### src/rtl/olag_pkg.sv
package olag_pkg;

    // Field widths of the stream payloads.
    localparam int CMD_W        = 2;
    localparam int ID_W         = 64;
    localparam int LABEL_W      = 3;
    localparam int POS_W        = 32;
    localparam int GATE_W       = 24;
    localparam int CNT16_W      = 16;
    localparam int PHYS_TOTAL_W = 7;

    // Derived arithmetic widths.
    localparam int DIFF_W = POS_W + 1;
    localparam int THR_W  = 2 * GATE_W;

    // Packed stream widths, rounded up to whole bytes.
    localparam int S_FIELDS_W = 2 * ID_W + LABEL_W + 2 * POS_W;
    localparam int S_TDATA_W  = ((S_FIELDS_W + 7) / 8) * 8;
    localparam int M_FIELDS_W = 3 + PHYS_TOTAL_W + 3 * CNT16_W;
    localparam int M_TDATA_W  = ((M_FIELDS_W + 7) / 8) * 8;

    // Configuration register indexes (byte address bit 2).
    localparam logic REG_GATE_DISTANCE = 1'b0;
    localparam logic REG_REQUIRE_CLASS = 1'b1;

    // Command codes carried on the input tuser.
    typedef enum logic [CMD_W-1:0] {
        CMD_CLEAR  = 2'd0,
        CMD_LOAD   = 2'd1,
        CMD_QUERY  = 2'd2,
        CMD_UNUSED = 2'd3
    } cmd_t;

    // Operation class assigned by the front end.
    typedef enum logic [2:0] {
        OP_CLEAR,
        OP_LOAD,
        OP_SCAN,
        OP_COUNT,
        OP_NOP
    } op_t;

    // Back end sequencer states.
    typedef enum logic [1:0] {
        BK_IDLE,
        BK_SCAN,
        BK_DRAIN
    } back_state_t;

    // One object, as stored in the physical table.
    typedef struct packed {
        logic [ID_W-1:0]    id_high;
        logic [ID_W-1:0]    id_low;
        logic [LABEL_W-1:0] label;
        logic [POS_W-1:0]   x;
        logic [POS_W-1:0]   y;
    } phys_entry_t;

    // A classified beat waiting in the queue.
    typedef struct packed {
        op_t         op;
        phys_entry_t entry;
    } front_item_t;

    // Head of the queue as seen by the back end.
    typedef struct packed {
        logic        valid;
        front_item_t item;
    } queue_head_t;

    // Result beat; append sits in the lowest bit.
    typedef struct packed {
        logic [CNT16_W-1:0]      unmatched_total;
        logic [CNT16_W-1:0]      matched_total;
        logic [CNT16_W-1:0]      virtual_total;
        logic [PHYS_TOTAL_W-1:0] physical_total;
        logic                    table_overflow;
        logic                    matched;
        logic                    append;
    } result_t;

endpackage

### src/rtl/olag_front.sv
module olag_front (
    input  logic                          aclk,
    input  logic                          aresetn,
    input  logic                          s_tvalid,
    output logic                          s_tready,
    // Fields from bit 0 up: id_high, id_low, class_label, pos_x, pos_y, zero fill.
    input  logic [olag_pkg::S_TDATA_W-1:0] s_tdata,
    // Fields from bit 0 up: cmd.
    input  logic [olag_pkg::CMD_W-1:0]     s_tuser,
    input  logic                          gate_zero,
    output olag_pkg::queue_head_t         head,
    input  logic                          pop
);
    import olag_pkg::*;

    front_item_t item_reg [2];
    logic        wr_ptr_reg, wr_ptr_next;
    logic        rd_ptr_reg, rd_ptr_next;
    logic [1:0]  fill_reg, fill_next;
    logic        push;
    front_item_t new_item;

    // Unpack the beat and classify the command.
    always_comb begin
        new_item.entry.id_high = s_tdata[ID_W-1:0];
        new_item.entry.id_low  = s_tdata[2*ID_W-1:ID_W];
        new_item.entry.label   = s_tdata[2*ID_W+LABEL_W-1:2*ID_W];
        new_item.entry.x       = s_tdata[2*ID_W+LABEL_W+POS_W-1:2*ID_W+LABEL_W];
        new_item.entry.y       = s_tdata[2*ID_W+LABEL_W+2*POS_W-1:2*ID_W+LABEL_W+POS_W];
        case (cmd_t'(s_tuser))
            CMD_CLEAR: begin
                new_item.op = OP_CLEAR;
            end
            CMD_LOAD: begin
                new_item.op = OP_LOAD;
            end
            CMD_QUERY: begin
                // With a zero gate a query only counts and never scans the table.
                new_item.op = gate_zero ? OP_COUNT : OP_SCAN;
            end
            default: begin
                new_item.op = OP_NOP;
            end
        endcase
    end

    // Two-entry queue toward the back end.
    assign s_tready = (fill_reg != 2'd2);
    assign push     = s_tvalid && s_tready;

    always_comb begin
        wr_ptr_next = push ? ~wr_ptr_reg : wr_ptr_reg;
        rd_ptr_next = pop ? ~rd_ptr_reg : rd_ptr_reg;
        fill_next   = fill_reg + {1'b0, push} - {1'b0, pop};
    end

    always_ff @(posedge aclk) begin
        if (!aresetn) begin
            wr_ptr_reg <= 1'b0;
            rd_ptr_reg <= 1'b0;
            fill_reg   <= 2'd0;
        end else begin
            wr_ptr_reg <= wr_ptr_next;
            rd_ptr_reg <= rd_ptr_next;
            fill_reg   <= fill_next;
        end
    end

    always_ff @(posedge aclk) begin
        if (push) begin
            item_reg[wr_ptr_reg] <= new_item;
        end
    end

    assign head.valid = (fill_reg != 2'd0);
    assign head.item  = item_reg[rd_ptr_reg];

endmodule

### config.mk
export PLATFORM = sky130hd
export DESIGN_NAME = olag_front
export DESIGN_NICKNAME = d
export VERILOG_FILES = /design/src/rtl/olag_pkg.sv /design/src/rtl/olag_front.sv
export SDC_FILE = /design/constraint.sdc
export NUM_CORES = 1
export LEC_CHECK = 0
export BUFFER_PORTS_ARGS = -buffer_cell sky130_fd_sc_hd__buf_4
export CELL_PAD_IN_SITES_DETAIL_PLACEMENT = 0
export CELL_PAD_IN_SITES_GLOBAL_PLACEMENT = 1
export CORE_AREA = 2 2 172 301
export DETAILED_ROUTE_END_ITERATION = 6
export DIE_AREA = 0 0 174 303
export PLACE_DENSITY_LB_ADDON = 0.1
export SLEW_MARGIN = 15
export SYNTH_ARGS = -nofsm -noshare
export SYNTH_HDL_FRONTEND = slang
export SYNTH_SLANG_ARGS = --single-unit
### constraint.sdc
create_clock -name aclk -period 6.8 [get_ports aclk]
set_clock_uncertainty 0.15 [all_clocks]
set_input_delay 0.68 -clock aclk [delete_from_list [all_inputs] [get_ports aclk]]
set_output_delay 0.68 -clock aclk [all_outputs]
set_load 0.02 [all_outputs]
==> After elaboration in Yosys (flattened, before gate mapping) <==
Memories as Yosys holds them, arrays and structs flattened. A register that Yosys moved wholly into a read port is not among the register bits.
Index checks and enable logic that the tools add are counted.
{ "word_totals": {"wordCells": 20, "register_bits": 4, "mem_bits_rw": 396, "input_bits": 207, "memories": 1, "output_inout_bits": 200} }
{ "memory_table": {"columns": ["name", "words", "word_bits", "rd", "rd_clocked_by_memory_dff", "wr", "line", "source"], "rows": [
  ["item_reg", 2, 198, 1, 1, 1, "olag_front.sv:16", "front_item_t item_reg [2];"]
]} }
{ "op_classes": {"bitwise": 2, "n_reduce_logical": 3, "n_eq_ne": 3, "n_mux": 6, "add_sub_neg": 2} }
{ "ops": {"columns": ["cell", "count"], "rows": [
  ["$pmux W3 S3", 1],
  ["$mux W1", 5],
  ["$add A2 B1 Y2", 1],
  ["$eq A2 B1 Y1 const B", 1],
  ["$eq A2 B2 Y1 const B", 1],
  ["$logic_not A2 Y1", 1],
  ["$ne A2 B2 Y1 const B", 1],
  ["$not A1 Y1", 2],
  ["$reduce_bool A2 Y1", 1],
  ["$sub A2 B1 Y2", 1],
  ["$logic_and A1 B1 Y1", 1]
]} }

==> Logic depth before layout (Yosys ltp) <==
{ "depth": {"ltp_word": 4, "depth_mapped": 7, "ltp_nobuf": 7} }

==> Worst setup path after synthesis <==
No wires, ideal clock.
{ "synth_path": {"kind": "register -> register", "start": "register fill_reg[0]", "end": "memory item_reg[1][0] (netlist name), enable pin", "path_stages_with_launch": 3, "setup_ns": 0.584, "synth_period_minus_slack_ns": 5.992, "required_ns": 6.066, "arrival_ns": 5.258, "setup_slack_ns": 0.808, "n_path_buf": 0, "path_cell_list": "dfxtp_1 nand2b_1 and3_1"} }
{ "synth_between": {"elab_chain_len": 4} }
{ "synth_rtl": {"columns": ["element", "line", "source"], "rows": [
  ["start, declared", "olag_front.sv:19", "logic [1:0] fill_reg, fill_next;"],
  ["start signal, assigned", "olag_front.sv:65", "fill_reg <= fill_next;"],
  ["$ne A2 B2 Y1", "olag_front.sv:48", "assign s_tready = (fill_reg != 2'd2);"],
  ["named net s_tready", "olag_front.sv:5", "output logic s_tready,"],
  ["$logic_and A1 B1 Y1", "olag_front.sv:49", "assign push = s_tvalid && s_tready;"],
  ["$mux W1", "olag_front.sv:70", "if (push) begin"],
  ["$mux W1 (implied by the code)", "olag_front.sv:71", "item_reg[wr_ptr_reg] <= new_item;"],
  ["end, declared", "olag_front.sv:16", null]
]} }
The timed path passes the listed nets, and every way through them passes these cells.

==> results.cfg <==
[yosys]
synth.area.top_cells = edfxtp_1 (79%), mux2_4 (10%), mux2_2 (7.4%)
syn_area_per_cell_sq_um = 23.1
yosys_warnings = 0
ys_ff_latch = 401
ys_seq_area_share_pct = 80.0
syn-instance-count = 648
netlist.area_leader.share_pct = 79.3
yosysUniqueCellTypes = 25
syn_area_sq_um = 15000
synth_fp_nets = 856
post-synth-top-area-cell = edfxtp_1

[clock_tree]
ctsResizeCount = 0
cts.sink_count = 401
htree_levels = 2
cts_post_setup_buffers_inserted = 0
cts_buffer_depth = 3
hold_buffers = 0
clkLatencyLatePin_ns = 0.53
cts_made_buffers = 40
cts-root-buf = clkbuf_16
cts_tree = done
clk_pin_slew_ns = 0.06

[setup_path]
critical_path.cell_chain = buf_4 > mux2_2 > buf_4
crit_buf_inv = 2
reg2reg_from = fill_reg[0]$_SDFF_PN0_
max_stage_delay_ns = 0.96
crit_path_end_kind = primary output
rrSetupSlack_ns = 4.03
required_ns = 5.97
critPathKind = reg -> out
worstPathMaxFanout = 67
worstSetupStartpointType = flip-flop
cp_common_cell = buf_4
crit_slowest_cell = buf_4
critical-path-top-delay-family = buffers and inverters
crit_arrival_ns = 2.94

[route]
ant_nets = 0
routed_wl_um = 35600
avgViaCountPerCell = 4.25
num_vias = 7515
dr.first_iter.drc_count = 346
drc = 0
avgRoutedWirePerCell_um = 20.1
first_pass_iters = 4

[global_route]
grt_pass1_wl_um = 50900
grt_util_all_layers_pct = 13.0
grt_max_degree = 120
gr-total-overflow = 0
antenna_found_initial = 2
grt_pass1_vias = 7996

[place]
io_buffers = 401
hpwl_um = 23500
place.gp.congestion = 0.704
dp.cells = 1699

[sta]
fin_tns_setup_ns = 0
drv_slew = 0
fin_crit_sh_pct = 55.4
relSlewSlack_pct = 27.4
fmax_mhz = 266
hold_violations = 0
rsz0062_at_grt = false
setup_violations = 0
min_period_ns = 3.77
tightest_slew_ns = 1.09
hold_slack_ns = 0.176

[cells_and_area]
multi_input_area_sq_um = 2790
finalNetCount = 1283
drive_gt1_share_pct = 59.7
layout_commonest_cell = buf_4
finish.utilization_pct = 39.6
n_fill_cell = 4794
layout_common_cells = buf_4 (405), edfxtp_1 (396), mux2_4 (100)
syn2layout_area_growth_pct = 32.7
fin_cells = 1770
largest_register_ff_count = 396
seqCellArea_sq_um = 12000

[floorplanning]
die_h_um = 303
core_sq_um = 50200
rows = 109
start_util_pct = 29.9
die_w_um = 174
die_area_sq_um = 52700
ios = 407

[pwr]
power_mw = 6.09
leakage_nw = 7.47
power.density_nw_per_um2 = 306
vdd_drop_max_uv = 207

[status]
status = complete, no violations

[hold_path]
min_path_type = in -> reg
worstHoldStart = s_tdata[137]

[flow_run]
drv_cap = 0
## per-stage QoR
step | worst slack, ns | area, sq um
after floorplan | 0.808 | 15000
after global routing | 2.80 | 19900
after global placement | 3.42 | 18700
after CTS | 2.85 | 19900
final | 3.03 | 19900
after detailed placement | 3.43 | 18700
## cell type report
cell class	instances	area share, %
well taps	666	4.19
clock buffers	52	5.37
clock inverters	16	0.491
multi-input cells	223	14.0
flip-flops and latches	401	60.3
repair buffers	407	15.5
inverters	2	0.0755
diodes	3	0.0377
## synth_stat cells, drive strengths merged
library cell,number
nand2b,1
dfxtp,5
a21boi,2
nand3,1
and3,1
or2,1
xnor2,1
nand3b,2
a211oi,1
mux2i,2
nand2,3
edfxtp,396
mux2,198
nor4b,1
inv,2
ha,1
and2,4
buf,22
a21bo,1
a211o,1
nor2b,1
xor2,1
## power by group
part	switching (mW)	internal [mW]	total, mW
logic	0.558	0.483	1.04
registers	0.0554	2.97	3.02
clock network	0.895	1.14	2.03
## metal layers
layer / wire length, um / global-route usage (%) / vias to the layer above
met4: 1110 / 5.48 / 0
met2: 20000 / 25.0 / 285
met5: 0 / 0 / -
met3: 2750 / 4.30 / 54
li1: - / - / 3432
met1: 11700 / 12.6 / 3744
## worst paths after layout
| path | end | cells after the start |
|---|---|---|
| worst min register to register | flip-flop | 2 |
| worst min-delay path | item_reg[0][38]$_DFFE_PP_ | 1 |
| worst max-delay path | head[182] | 3 |
| worst max register to register | item_reg[0][193]$_DFFE_PP_ | 4 |
## cells by family after synthesis
logic type / Yosys count / share of synthesized area (%)
flip-flops: 401 / 80.0
multiplexers: 200 / 17.5
buffers and inverters: 24 / 1.41
AND/OR/NAND/NOR: 15 / 0.601
AO/OA/AOI/OAI: 5 / 0.276
XOR/XNOR: 2 / 0.117
adder cells (fa/ha/maj): 1 / 0.0835
No activity file was read; power rests on OpenSTA's default activity.
